--- src/sv/bdq_pkg.sv ---
// Shared types and codes of the bounded deque.
// No dependencies; every other file but bdq_ram and the macro header imports it.
`default_nettype none

package bdq_pkg;

  localparam int CMD_W  = 3;
  localparam int DATA_W = 32;
  localparam int STAT_W = 3;
  localparam int OCC_W  = 7;

  localparam logic [CMD_W-1:0] CMD_PUSH_FRONT = 3'd0;
  localparam logic [CMD_W-1:0] CMD_PUSH_BACK  = 3'd1;
  localparam logic [CMD_W-1:0] CMD_POP_FRONT  = 3'd2;
  localparam logic [CMD_W-1:0] CMD_POP_BACK   = 3'd3;
  localparam logic [CMD_W-1:0] CMD_DUMP       = 3'd4;

  localparam logic [STAT_W-1:0] ST_DONE  = 3'd0;
  localparam logic [STAT_W-1:0] ST_FULL  = 3'd1;
  localparam logic [STAT_W-1:0] ST_EMPTY = 3'd2;
  localparam logic [STAT_W-1:0] ST_ELEM  = 3'd3;
  localparam logic [STAT_W-1:0] ST_NONE  = 3'd4;

  localparam int QUEUE_DEPTH = 2;

  typedef enum logic [2:0] {
    OP_PUSH_FRONT,
    OP_PUSH_BACK,
    OP_POP_FRONT,
    OP_POP_BACK,
    OP_DUMP,
    OP_NOP
  } op_kind_t;

  typedef struct packed {
    op_kind_t                  kind;
    logic signed [DATA_W-1:0]  value;
  } op_t;

endpackage

`default_nettype wire

--- src/sv/bdq_in_if.sv ---
// Request channel of the bounded deque: one command item per handshake.
// Depends on bdq_pkg for field widths.
`default_nettype none

interface bdq_in_if;
  import bdq_pkg::*;

  logic                      valid;
  logic                      ready;
  logic [CMD_W-1:0]          cmd;
  logic signed [DATA_W-1:0]  value;

  modport source (output valid, cmd, value, input ready);
  modport sink   (input valid, cmd, value, output ready);
endinterface

`default_nettype wire

--- src/sv/bdq_out_if.sv ---
// Response channel of the bounded deque: one result item per handshake.
// Depends on bdq_pkg for field widths.
`default_nettype none

interface bdq_out_if;
  import bdq_pkg::*;

  logic                      valid;
  logic                      ready;
  logic signed [DATA_W-1:0]  element;
  logic [STAT_W-1:0]         status;
  logic                      last;
  logic [OCC_W-1:0]          occupancy;

  modport source (output valid, element, status, last, occupancy, input ready);
  modport sink   (input valid, element, status, last, occupancy, output ready);
endinterface

`default_nettype wire

--- src/sv/bdq_ram.sv ---
// Generic single-write, single-read RAM with a registered, enabled read port.
// No dependencies.
`default_nettype none

module bdq_ram #(
  parameter int WIDTH = 32,
  parameter int DEPTH = 64,
  parameter int AW    = $clog2(DEPTH)
) (
  input  logic             clk,
  input  logic             we,
  input  logic [AW-1:0]    waddr,
  input  logic [WIDTH-1:0] wdata,
  input  logic             re,
  input  logic [AW-1:0]    raddr,
  output logic [WIDTH-1:0] rdata
);

  logic [WIDTH-1:0] mem [DEPTH];

  always_ff @(posedge clk) begin
    if (we) begin
      mem[waddr] <= wdata;
    end
    if (re) begin
      rdata <= mem[raddr];
    end
  end

endmodule

`default_nettype wire

--- src/sv/bdq_front.sv ---
// Front end of the bounded deque: accepts request items and decodes them.
// Depends on bdq_pkg and bdq_in_if.
`default_nettype none

module bdq_front import bdq_pkg::*; (
  input  logic     clk,
  input  logic     rst,
  bdq_in_if.sink   req,
  output logic     op_valid,
  input  logic     op_ready,
  output op_t      op
);

  logic accept;

  function automatic op_t classify(input logic [CMD_W-1:0] cmd,
                                   input logic signed [DATA_W-1:0] value);
    op_t res;
    res.value = '0;
    case (cmd)
      CMD_PUSH_FRONT: begin
        res.kind  = OP_PUSH_FRONT;
        res.value = value;
      end
      CMD_PUSH_BACK: begin
        res.kind  = OP_PUSH_BACK;
        res.value = value;
      end
      CMD_POP_FRONT: res.kind = OP_POP_FRONT;
      CMD_POP_BACK:  res.kind = OP_POP_BACK;
      CMD_DUMP:      res.kind = OP_DUMP;
      default:       res.kind = OP_NOP;
    endcase
    return res;
  endfunction

  assign req.ready = !op_valid || op_ready;
  assign accept    = req.valid && req.ready;

  always_ff @(posedge clk) begin
    if (rst) begin
      op_valid <= 1'b0;
    end else begin
      if (accept) begin
        op_valid <= 1'b1;
        op       <= classify(req.cmd, req.value);
      end else if (op_ready) begin
        op_valid <= 1'b0;
      end
    end
  end

endmodule

`default_nettype wire

--- src/sv/bdq_fifo.sv ---
// Short command queue between the front end and the execution back end.
// Depends on bdq_pkg.
`default_nettype none

module bdq_fifo import bdq_pkg::*; (
  input  logic clk,
  input  logic rst,
  input  logic push_valid,
  output logic push_ready,
  input  op_t  push_op,
  output logic pop_valid,
  input  logic pop_ready,
  output op_t  pop_op
);

  localparam int PW = (QUEUE_DEPTH > 1) ? $clog2(QUEUE_DEPTH) : 1;
  localparam int CW = $clog2(QUEUE_DEPTH + 1);
  localparam logic [PW-1:0] LAST_SLOT = PW'(QUEUE_DEPTH - 1);
  localparam logic [CW-1:0] FULL_CNT  = CW'(QUEUE_DEPTH);

  op_t           store [QUEUE_DEPTH];
  logic [PW-1:0] wptr;
  logic [PW-1:0] rptr;
  logic [CW-1:0] count;
  logic          do_push;
  logic          do_pop;

  assign push_ready = (count != FULL_CNT);
  assign pop_valid  = (count != '0);
  assign pop_op     = store[rptr];
  assign do_push    = push_valid && push_ready;
  assign do_pop     = pop_valid && pop_ready;

  always_ff @(posedge clk) begin
    if (do_push) begin
      store[wptr] <= push_op;
    end
  end

  always_ff @(posedge clk) begin
    if (rst) begin
      wptr  <= '0;
      rptr  <= '0;
      count <= '0;
    end else begin
      if (do_push) begin
        wptr <= (wptr == LAST_SLOT) ? '0 : wptr + PW'(1);
      end
      if (do_pop) begin
        rptr <= (rptr == LAST_SLOT) ? '0 : rptr + PW'(1);
      end
      if (do_push && !do_pop) begin
        count <= count + CW'(1);
      end else if (do_pop && !do_push) begin
        count <= count - CW'(1);
      end
    end
  end

endmodule

`default_nettype wire

--- src/sv/bdq_back.sv ---
// Back end of the bounded deque: ring store, pointers, dump sequencer and
// the registered response stage. Depends on bdq_pkg, bdq_out_if and bdq_ram.
`default_nettype none

module bdq_back import bdq_pkg::*; #(
  parameter int DEPTH = 64
) (
  input  logic      clk,
  input  logic      rst,
  input  logic      op_valid,
  output logic      op_ready,
  input  op_t       op,
  bdq_out_if.source rsp
);

  localparam int PTR_W = $clog2(DEPTH);
  localparam int CNT_W = $clog2(DEPTH + 1);
  localparam logic [PTR_W-1:0] LAST_PTR = PTR_W'(DEPTH - 1);
  localparam logic [CNT_W-1:0] FULL_CNT = CNT_W'(DEPTH);
  localparam logic [PTR_W:0]   DEPTH_W  = (PTR_W + 1)'(DEPTH);

  typedef enum logic {S_IDLE, S_DUMP} state_t;

  state_t                   state;
  logic [PTR_W-1:0]         front_idx;
  logic [CNT_W-1:0]         fill;
  logic [PTR_W-1:0]         rd_ptr;
  logic [CNT_W-1:0]         issue_left;
  logic [CNT_W-1:0]         emit_left;
  logic                     rd_valid;
  logic                     out_valid;
  logic signed [DATA_W-1:0] out_element;
  logic [STAT_W-1:0]        out_status;
  logic                     out_last;
  logic [OCC_W-1:0]         out_occ;

  logic                     out_free;
  logic                     take;
  logic                     is_full;
  logic                     is_empty;
  logic [PTR_W-1:0]         front_dec;
  logic [PTR_W-1:0]         front_inc;
  logic [PTR_W:0]           back_sum;
  logic [PTR_W-1:0]         back_addr;
  logic [PTR_W-1:0]         rd_ptr_next;
  logic [CNT_W-1:0]         fill_inc;
  logic [CNT_W-1:0]         fill_dec;
  logic                     consume;
  logic                     re;
  logic                     we;
  logic [PTR_W-1:0]         waddr;
  logic [DATA_W-1:0]        rdata;

  assign out_free  = !out_valid || rsp.ready;
  assign op_ready  = (state == S_IDLE) && out_free;
  assign take      = op_valid && op_ready;
  assign is_full   = (fill == FULL_CNT);
  assign is_empty  = (fill == '0);
  assign fill_inc  = fill + CNT_W'(1);
  assign fill_dec  = fill - CNT_W'(1);
  assign front_dec = (front_idx == '0) ? LAST_PTR : front_idx - PTR_W'(1);
  assign front_inc = (front_idx == LAST_PTR) ? '0 : front_idx + PTR_W'(1);
  assign back_sum  = (PTR_W + 1)'(front_idx) + (PTR_W + 1)'(fill);
  assign back_addr = (back_sum >= DEPTH_W) ? PTR_W'(back_sum - DEPTH_W) : PTR_W'(back_sum);
  assign rd_ptr_next = (rd_ptr == LAST_PTR) ? '0 : rd_ptr + PTR_W'(1);

  assign consume = (state == S_DUMP) && rd_valid && out_free;
  assign re      = (state == S_DUMP) && (issue_left != '0) && (!rd_valid || consume);
  assign we      = take && !is_full &&
                   ((op.kind == OP_PUSH_FRONT) || (op.kind == OP_PUSH_BACK));
  assign waddr   = (op.kind == OP_PUSH_FRONT) ? front_dec : back_addr;

  bdq_ram #(
    .WIDTH (DATA_W),
    .DEPTH (DEPTH),
    .AW    (PTR_W)
  ) u_ram (
    .clk   (clk),
    .we    (we),
    .waddr (waddr),
    .wdata (op.value),
    .re    (re),
    .raddr (rd_ptr),
    .rdata (rdata)
  );

  always_ff @(posedge clk) begin
    if (rst) begin
      state     <= S_IDLE;
      front_idx <= '0;
      fill      <= '0;
      rd_valid  <= 1'b0;
      out_valid <= 1'b0;
    end else begin
      if (out_valid && rsp.ready) begin
        out_valid <= 1'b0;
      end
      case (state)
        S_IDLE: begin
          if (take) begin
            out_valid   <= 1'b1;
            out_element <= '0;
            out_last    <= 1'b1;
            out_status  <= ST_DONE;
            out_occ     <= OCC_W'(fill);
            case (op.kind)
              OP_PUSH_FRONT: begin
                if (is_full) begin
                  out_status <= ST_FULL;
                end else begin
                  front_idx <= front_dec;
                  fill      <= fill_inc;
                  out_occ   <= OCC_W'(fill_inc);
                end
              end
              OP_PUSH_BACK: begin
                if (is_full) begin
                  out_status <= ST_FULL;
                end else begin
                  fill    <= fill_inc;
                  out_occ <= OCC_W'(fill_inc);
                end
              end
              OP_POP_FRONT: begin
                if (is_empty) begin
                  out_status <= ST_EMPTY;
                end else begin
                  front_idx <= front_inc;
                  fill      <= fill_dec;
                  out_occ   <= OCC_W'(fill_dec);
                end
              end
              OP_POP_BACK: begin
                if (is_empty) begin
                  out_status <= ST_EMPTY;
                end else begin
                  fill    <= fill_dec;
                  out_occ <= OCC_W'(fill_dec);
                end
              end
              OP_DUMP: begin
                if (is_empty) begin
                  out_status <= ST_NONE;
                end else begin
                  out_valid  <= 1'b0;
                  state      <= S_DUMP;
                  rd_ptr     <= front_idx;
                  issue_left <= fill;
                  emit_left  <= fill;
                end
              end
              default: begin
                out_status <= ST_DONE;
              end
            endcase
          end
        end
        S_DUMP: begin
          if (re) begin
            rd_ptr     <= rd_ptr_next;
            issue_left <= issue_left - CNT_W'(1);
            rd_valid   <= 1'b1;
          end else if (consume) begin
            rd_valid <= 1'b0;
          end
          if (consume) begin
            out_valid   <= 1'b1;
            out_element <= $signed(rdata);
            out_status  <= ST_ELEM;
            out_last    <= (emit_left == CNT_W'(1));
            out_occ     <= OCC_W'(fill);
            emit_left   <= emit_left - CNT_W'(1);
            if (emit_left == CNT_W'(1)) begin
              state <= S_IDLE;
            end
          end
        end
        default: begin
          state <= S_IDLE;
        end
      endcase
    end
  end

  assign rsp.valid     = out_valid;
  assign rsp.element   = out_element;
  assign rsp.status    = out_status;
  assign rsp.last      = out_last;
  assign rsp.occupancy = out_occ;

endmodule

`default_nettype wire

--- src/sv/bounded_deque.sv ---
// Bounded double-ended queue of signed 32-bit values, top level.
// Depends on bdq_pkg, bdq_in_if, bdq_out_if, bdq_front, bdq_fifo, bdq_back.
//
// Requests arrive on req as valid/ready items carrying cmd and value:
// push front, push back, pop front, pop back or dump. Results leave on rsp
// as valid/ready items with element, status, last and occupancy. Every
// push, pop or unused code gives one result; a dump gives one result per
// stored element, front to back, with last on the final one, or a single
// empty-dump result.
// A request passes the decode register, the two-entry command queue and
// the execute stage that registers the result. Pushes and pops sustain one
// item per cycle while rsp.ready stays high. A dump holds the execute
// stage until its last element is emitted; the registered read port of
// the ring store delivers one element per cycle while rsp.ready stays high.
// Reset clears the pointers and the fill count, so the queue starts empty;
// the store needs no clearing. When the receiver holds rsp.ready low the
// result register holds, the execute stage waits, and the command queue
// and then req.ready back up behind it.
`default_nettype none

module bounded_deque import bdq_pkg::*; #(
  parameter int DEPTH = 64
) (
  input  logic      clk,
  input  logic      rst,
  bdq_in_if.sink    req,
  bdq_out_if.source rsp
);

  logic dec_valid;
  logic dec_ready;
  op_t  dec_op;
  logic exe_valid;
  logic exe_ready;
  op_t  exe_op;

  bdq_front u_front (
    .clk      (clk),
    .rst      (rst),
    .req      (req),
    .op_valid (dec_valid),
    .op_ready (dec_ready),
    .op       (dec_op)
  );

  bdq_fifo u_fifo (
    .clk        (clk),
    .rst        (rst),
    .push_valid (dec_valid),
    .push_ready (dec_ready),
    .push_op    (dec_op),
    .pop_valid  (exe_valid),
    .pop_ready  (exe_ready),
    .pop_op     (exe_op)
  );

  bdq_back #(
    .DEPTH (DEPTH)
  ) u_back (
    .clk      (clk),
    .rst      (rst),
    .op_valid (exe_valid),
    .op_ready (exe_ready),
    .op       (exe_op),
    .rsp      (rsp)
  );

endmodule

`default_nettype wire

--- src/flat_wrapper.sv ---
// flat-port wrapper written by rule: the top's interface ports become plain ports
module bounded_deque_flat import bdq_pkg::*;
#(
  parameter int DEPTH = 64
)
  (clk, rst, req_valid, req_cmd, req_value, req_ready, rsp_valid, rsp_element, rsp_status, rsp_last, rsp_occupancy, rsp_ready);
  bdq_in_if req_i ();
  bdq_out_if rsp_i ();
  input  logic clk;
  input  logic rst;
  input wire logic [$bits(req_i.valid)-1:0] req_valid;
  input wire logic [$bits(req_i.cmd)-1:0] req_cmd;
  input wire logic [$bits(req_i.value)-1:0] req_value;
  output wire logic [$bits(req_i.ready)-1:0] req_ready;
  output wire logic [$bits(rsp_i.valid)-1:0] rsp_valid;
  output wire logic [$bits(rsp_i.element)-1:0] rsp_element;
  output wire logic [$bits(rsp_i.status)-1:0] rsp_status;
  output wire logic [$bits(rsp_i.last)-1:0] rsp_last;
  output wire logic [$bits(rsp_i.occupancy)-1:0] rsp_occupancy;
  input wire logic [$bits(rsp_i.ready)-1:0] rsp_ready;
  assign req_i.valid = req_valid;
  assign req_i.cmd = req_cmd;
  assign req_i.value = req_value;
  assign req_ready = req_i.ready;
  assign rsp_valid = rsp_i.valid;
  assign rsp_element = rsp_i.element;
  assign rsp_status = rsp_i.status;
  assign rsp_last = rsp_i.last;
  assign rsp_occupancy = rsp_i.occupancy;
  assign rsp_i.ready = rsp_ready;
  bounded_deque #(.DEPTH(DEPTH)) u_core (.clk(clk), .rst(rst), .req(req_i), .rsp(rsp_i));
endmodule
--- config.mk ---
export PLATFORM = sky130hd
export DESIGN_NAME = bounded_deque_flat
export DESIGN_NICKNAME = d
export VERILOG_FILES = /design/src/sv/bdq_pkg.sv /design/src/sv/bdq_in_if.sv /design/src/sv/bdq_out_if.sv /design/src/sv/bdq_ram.sv /design/src/sv/bdq_front.sv /design/src/sv/bdq_fifo.sv /design/src/sv/bdq_back.sv /design/src/sv/bounded_deque.sv /design/src/flat_wrapper.sv
export SDC_FILE = /design/constraint.sdc
export NUM_CORES = 2
export LEC_CHECK = 0
export CAP_MARGIN = 20
export CORE_UTILIZATION = 55
export DETAILED_ROUTE_END_ITERATION = 6
export DONT_BUFFER_PORTS = 1
export HOLD_SLACK_MARGIN = 0.12
export PLACE_DENSITY = 0.7
export REMOVE_ABC_BUFFERS = 1
export SLEW_MARGIN = 20
export SYNTH_ARGS = -nofsm -noshare
export SYNTH_HDL_FRONTEND = slang
export SYNTH_SLANG_ARGS = --single-unit
--- constraint.sdc ---
create_clock -name clk -period 15.8 [get_ports clk]
set_input_delay 3.16 -clock clk [delete_from_list [all_inputs] [get_ports clk]]
set_output_delay 3.16 -clock clk [all_outputs]
set_load 0.02 [all_outputs]
# --- Word-level counts from Yosys, hierarchy flattened ---
# Memories as Yosys holds them, arrays and structs flattened. A register that Yosys moved wholly into a read port is not among the register bits.
# Index checks and enable logic that the tools add are counted.
op_classes:
  n_addsub: 13
  n_eq_ne: 20
  order_cmp: 1
  muxes: 66
  n_reduce_logical: 43
  bitwise_logic: 2
op_table:
  columns: ["operator", "n"]
  rows:
  - ["$mux W6", 11]
  - ["$mux W32", 2]
  - ["$pmux W32 S2", 1]
  - ["$mux W7", 9]
  - ["$pmux W7 S2", 4]
  - ["$mux W1", 25]
  - ["$pmux W6 S2", 2]
  - ["$sub A7 B1 Y7 const B", 3]
  - ["$pmux W3 S5", 1]
  - ["$reduce_and A5 Y1", 3]
  - ["$logic_and A1 B1 Y1", 13]
  - ["$add A6 B1 Y6 const B", 2]
  - ["$eq A3 B2 Y1 const B", 4]
  - ["$eq A6 B6 Y1 const B", 2]
  - ["$sub A6 B1 Y6 const B", 2]
  - ["$ne A2 B2 Y1 const B", 5]
  - ["$reduce_bool A2 Y1", 5]
  - ["$mux W3", 3]
  - ["$pmux W3 S3", 1]
  - ["$add A6 B7 Y7", 1]
  - ["$add A7 B1 Y7 const B", 1]
  - ["$eq A7 B1 Y1 const B", 1]
  - ["$eq A7 B7 Y1 const B", 1]
  - ["$ge A7 B7 Y1 const B", 1]
  - ["19 further kinds", 42]
word_totals:
  regBits: 119
  out_inout_bits: 45
  mem_count: 2
  mem_bits_rw: 2118
mem_list:
  columns: ["name", "words", "word_bits", "rd", "rd_clocked_by_memory_dff", "wr", "line", "source"]
  rows:
  - ["u_core.u_back.u_ram.mem", 64, 32, 1, 1, 1, "bdq_ram.sv:19", "logic [WIDTH-1:0] mem [DEPTH];"]
  - ["u_core.u_fifo.store", 2, 35, 1, 1, 1, "bdq_fifo.sv:21", "op_t store [QUEUE_DEPTH];"]

# --- Logic depth before layout (Yosys ltp) ---
depth:
  ltp_word: 8
  mapped_depth: 9
  depth_no_buf: 7

# --- By module ---
# From an unflattened synthesis, not the netlist that was laid out.
unflattened:
  cells_unflattened: 3992
  hier_area_um2: 87171.1
by_module_without_submodules:
  columns: ["module", "area_per_inst_um2", "cells_each", "n_inst"]
  rows:
  - ["bdq_ram", 78778.1, 3362, 1]
  - ["bdq_back", 4297.9, 418, 1]
  - ["bdq_fifo", 2738.9, 133, 1]
  - ["bdq_front", 1356.3, 79, 1]

# --- Worst setup path before layout ---
# No wires, ideal clock.
synth_path:
  kind: "input to register"
  startpoint: "input rsp_ready"
  endpoint: "memory u_core.u_back.u_ram.mem[0][0], enable pin"
  path_buffers: 0
  cell_stages: 6
  path_slack_ns: 8.120
  t_arrival_ns: 7.179
  setup_time_ns: 0.501
  cell_sequence: "nor2b_1 -> nor2_1 -> clkinv_1 -> nor2_4 -> o211ai_1 -> nor4_1"
synth_via:
  elab_chain_len: 7
synth_lines:
  columns: ["element", "line", "source"]
  rows:
  - ["from (decl)", "flat_wrapper.sv:20", "input wire logic [$bits(rsp_i.ready)-1:0] rsp_ready;"]
  - ["$logic_or A1 B1 Y1", "bdq_back.sv:54", "assign out_free = !out_valid || rsp.ready;"]
  - ["$logic_and A1 B1 Y1", "bdq_back.sv:55", "assign op_ready = (state == S_IDLE) && out_free;"]
  - ["$logic_and A1 B1 Y1", "bdq_back.sv:56", "assign take = op_valid && op_ready;"]
  - ["$logic_and A1 B1 Y1 (2 in a row)", "bdq_back.sv:69", "assign we = take && !is_full &&"]
  - ["$mux W1", "bdq_ram.sv:22", "if (we) begin"]
  - ["$mux W1 (not written as such)", "bdq_ram.sv:23", "mem[waddr] <= wdata;"]
  - ["to (decl)", "bdq_ram.sv:19", null]
# Every way passes these cells.

# --- Final worst setup path ---
layout_path:
  startpoint: "input rsp_ready"
  endpoint: "memory u_core.u_back.u_ram.mem[53][17], enable pin"
# Same word-level chain as after synthesis.

==> impl_metrics.py <==
metrics = {
    "clock_tree": {
        "h-tree-depth": 4,
        "cts-buffers-inserted": 211,
        "clk_latency_ps": 850,
        "cts.clk_slew.worst_paths_ps": 60,
        "cts_resized": 0,
        "cts_root_buffer": "clkbuf_16",
        "clockBufferDepth": 3,
        "clkSinkCount": 2270,
        "cts_setup_buffers": 0,
        "cts_tree": "done",
        "postCtsHoldBufs": 0,
    },
    "timing": {
        "relSlewSlack_pct": 19.39,
        "clock_skew_ps": 25.98,
        "fin_hold_ws_ps": 447.7,
        "min_period_ps": 5937,
        "rsz0062_at_grt": "no",
        "worst_pin_slew_ps": 1209,
        "setup_violations": 0,
        "finalCritPeriodShare_pct": 37.58,
        "final_max_slew_viol_count": 0,
        "fmax_mhz": 168.4,
        "final-hold-violation-count": 0,
        "fin_ws_ps": 9863,
    },
    "placed_design": {
        "dpl_cell_area_um2": 90590,
        "pre_cts_ws_ps": 9088,
        "dp_hpwl_mm": 124.9,
        "dp_cells": 5993,
        "routabilityCongestion": 0.9002,
        "io_buffers": 0,
    },
    "power": {
        "p_per_area_nw_per_um2": 153.1,
        "p_switching_w": 0.004178,
        "p_leak_nw": 30.32,
        "clkPwrFrac_pct": 32.7,
        "comb_power_share_pct": 17.4,
        "cellInternalPower_w": 0.01070,
        "p_seq_share_pct": 49.8,
        "vdd_drop_max_v": 0.0001279,
        "total_power_w": 0.01488,
        "swShare_pct": 28.09,
    },
    "setup_path": {
        "path_cells": "nor2b_1 -> nor2_1 -> clkinv_1 -> nor2_4 -> nand3_1 -> buf_4 -> nor3_2 -> buf_4",
        "crit_arrival_ps": 6450,
        "endpoint": "u_core.u_back.u_ram.mem[53][17]",
        "end_kind": "flip-flop",
        "worstSetupStartpointType": "input pin",
        "crit_cells": 8,
        "reg2reg_setup_slack_ps": 10480,
        "crit_type": "input pin to flip-flop",
        "startpoint": "rsp_ready",
        "ff2ff_path_depth": 9,
        "path_buf_inv": 3,
        "path_common_cell": "buf_4",
        "r2r-start": "u_core.u_back.rd_ptr[0]",
        "r2r_end": "u_core.u_back.u_ram.rdata[6]",
        "critPathTopFamily": "simple AND/OR/NAND/NOR gates",
        "critical_path.max_fanout": 21,
        "cp_slowest_cell": "nor3_2",
        "critPathMaxStageDelay_ps": 830,
        "required_ps": 16310,
    },
    "global_route": {
        "grt_pass1_wl_mm": 309.7,
        "grt.total_usage_pct": 27.34,
        "grt_pass1_vias": 41835,
        "grt_max_degree": 115,
        "grt_overflow": 0,
        "antenna_found_initial": 8,
    },
    "floorplan": {
        "ioPinCount": 84,
        "dieArea_um2": 160500,
        "initial_core_util_pct": 55.70,
        "die-width_um": 400.7,
        "placementRows": 145,
        "die_y_um": 400.7,
        "core-area_um2": 156900,
    },
    "finish": {
        "fin_cells": 6380,
        "drive_above_1_share_pct": 24.95,
        "fill_cells": 10383,
        "stdcell_area_um2": 97150,
        "final_nets": 4205,
        "area_growth_pct": 11.14,
    },
    "logic_synthesis": {
        "yosysMostFrequentCell": "edfxtp_1",
        "postSynthAreaPerCell_um2": 21.76,
        "synth.area.top_cells": "edfxtp_1 (77%), mux4_2 (13%), mux2i_1 (1.1%)",
        "ys_top_cells_by_count": "edfxtp_1 (2248), mux4_2 (503), clkbuf_1 (101), mux2i_1 (97), a21oi_1 (88)",
        "ys.warnings.count": 0,
        "synth_top_area_share_pct": 77.23,
        "async_flop_share_pct": 0,
        "seq_area_frac_synth_pct": 77.73,
        "syn-cell-area_um2": 87410,
        "postSynthCellCount": 4017,
        "synth.distinct_cells": 77,
        "ys.flop_type": "edfxtp_1",
        "synth_top_cell_by_area": "edfxtp_1",
        "synth_seq_cells": 2270,
        "synth-edff-count": 2248,
    },
    "route": {
        "drt_iter0_markers": 6020,
        "drt_pass1_iterations": 6,
        "drc_errors": 0,
        "vias": 42875,
        "ant_nets": 0,
        "viasPerCell": 6.720,
        "postRouteWirelength_mm": 217.5,
        "wire_per_inst_um": 34.10,
    },
    "run": {
        "cap_violations": 0,
    },
    "min_path": {
        "hold_path_class": "flip-flop to flip-flop",
    },
    "status": {
        "status": "finished, final reports clean",
    },
}
[metrics by stage]
stage | setup TNS, ps | util (%)
5_1_grt | 0 | 61.90
3_3_place_gp | 0 | 57.71
4_1_cts | 0 | 61.90
3_5_place_dp | 0 | 57.72
2_1_floorplan | -224150 | -
6_report | 0 | 61.91
[layer usage]
metal / vias up / share of wire, % / GRT usage (%)
li1: 17275 / - / -
met1: 22612 / 38 / 39.09
met2: 2652 / 46 / 40.97
met3: 336 / 11 / 6.580
met4: 0 / 4.2 / 11.09
met5: - / 0 / 0
[cell type report]
type	count	area (µm²)	share of cell area, %
Timing Repair Buffer	143	1161	1.195
Tap cell	2058	2575	2.650
Antenna cell	2	5.005	0.005151
Sequential cell	2270	67950	69.94
Clock inverter	121	987.2	1.016
Clock buffer	263	5560	5.723
Inverter	20	75.07	0.07727
Multi-Input combinational cell	1503	18840	19.39
[power groups by stage]
stage,sequential [W],clock [W],combinational [W]
detailed placement,0.00754,0,0.00257
finish,0.00741,0.00487,0.00259
CTS,0.00741,0.00493,0.00258
floorplan,0.00767,0,0.00169
global placement,0.00753,0,0.00252
global route,0.00742,0.00514,0.00270
[cell usage in the layout, fill, tap and decap left out, drive strengths merged, types with 22 or more instances in the layout]
cell type     n
edfxtp     2248
clkbuf      264
o221ai       30
dfxtp        22
inv          29
mux2i        98
clkinv       96
mux2         46
nor2         71
nand2        54
nor4         22
a22o         33
nand3        25
o21ai        61
and2         75
o22ai        49
mux4        503
a21oi        89
a221oi       58
nor3         82
buf         142
[cell families (layout without fill, tap and decap cells)]
family	after synthesis	after routing	share of synthesized area (%)
AOI/OAI and AO/OA	411	411	3.302
xor gates and xnor gates	23	23	0.2304
adders and majority gates	17	17	0.2519
buffers and inverters	244	547	1.290
DFF	2270	2270	77.73
muxes	647	647	14.69
other	0	2	0
and+or+nand+nor	405	405	2.508
[how the worst min path moves through the flow]
stage,to,slack (ps),depth (start not counted),startpoint
2_1_floorplan,u_core.u_fifo.store[0][0],420,0,u_core.u_front.op[0]
3_3_place_gp,u_core.u_fifo.store[1][0],420,0,u_core.u_front.op[0]
3_5_place_dp,u_core.u_fifo.store[1][17],430,0,u_core.u_front.op[17]
4_1_cts,u_core.u_fifo.store[1][27],440,0,u_core.u_front.op[27]
5_1_grt,u_core.u_fifo.store[1][30],450,0,u_core.u_front.op[30]
6_report,u_core.u_fifo.store[1][17],450,0,u_core.u_front.op[17]
[registers in the layout (all words and copies together), names as in the netlist, 2 cells and up, named ones only]
name / cells
u_core.u_back.u_ram.mem: 2048
u_core.u_back.fill: 7
u_core.u_back.front_idx: 6
u_core.u_back.rd_ptr: 6
u_core.u_back.rsp.status: 3
u_core.u_back.issue_left: 7
u_core.u_back.u_ram.rdata: 32
u_core.u_back.rsp.element: 32
u_core.u_front.op: 35
u_core.u_fifo.count: 2
u_core.u_back.rsp.occupancy: 7
u_core.u_back.emit_left: 7
u_core.u_fifo.store: 70
[worst register-to-register path: stages (launching register included)]
cell and delay, ps:
edfxtp_1 360, buf_4 660, buf_12 570, buf_12 600
buf_4 880, mux4_2 370, o22ai_1 70, nor3_1 860
nor2_1 380, a221oi_1 360
(Power assumes the default switching activity.)
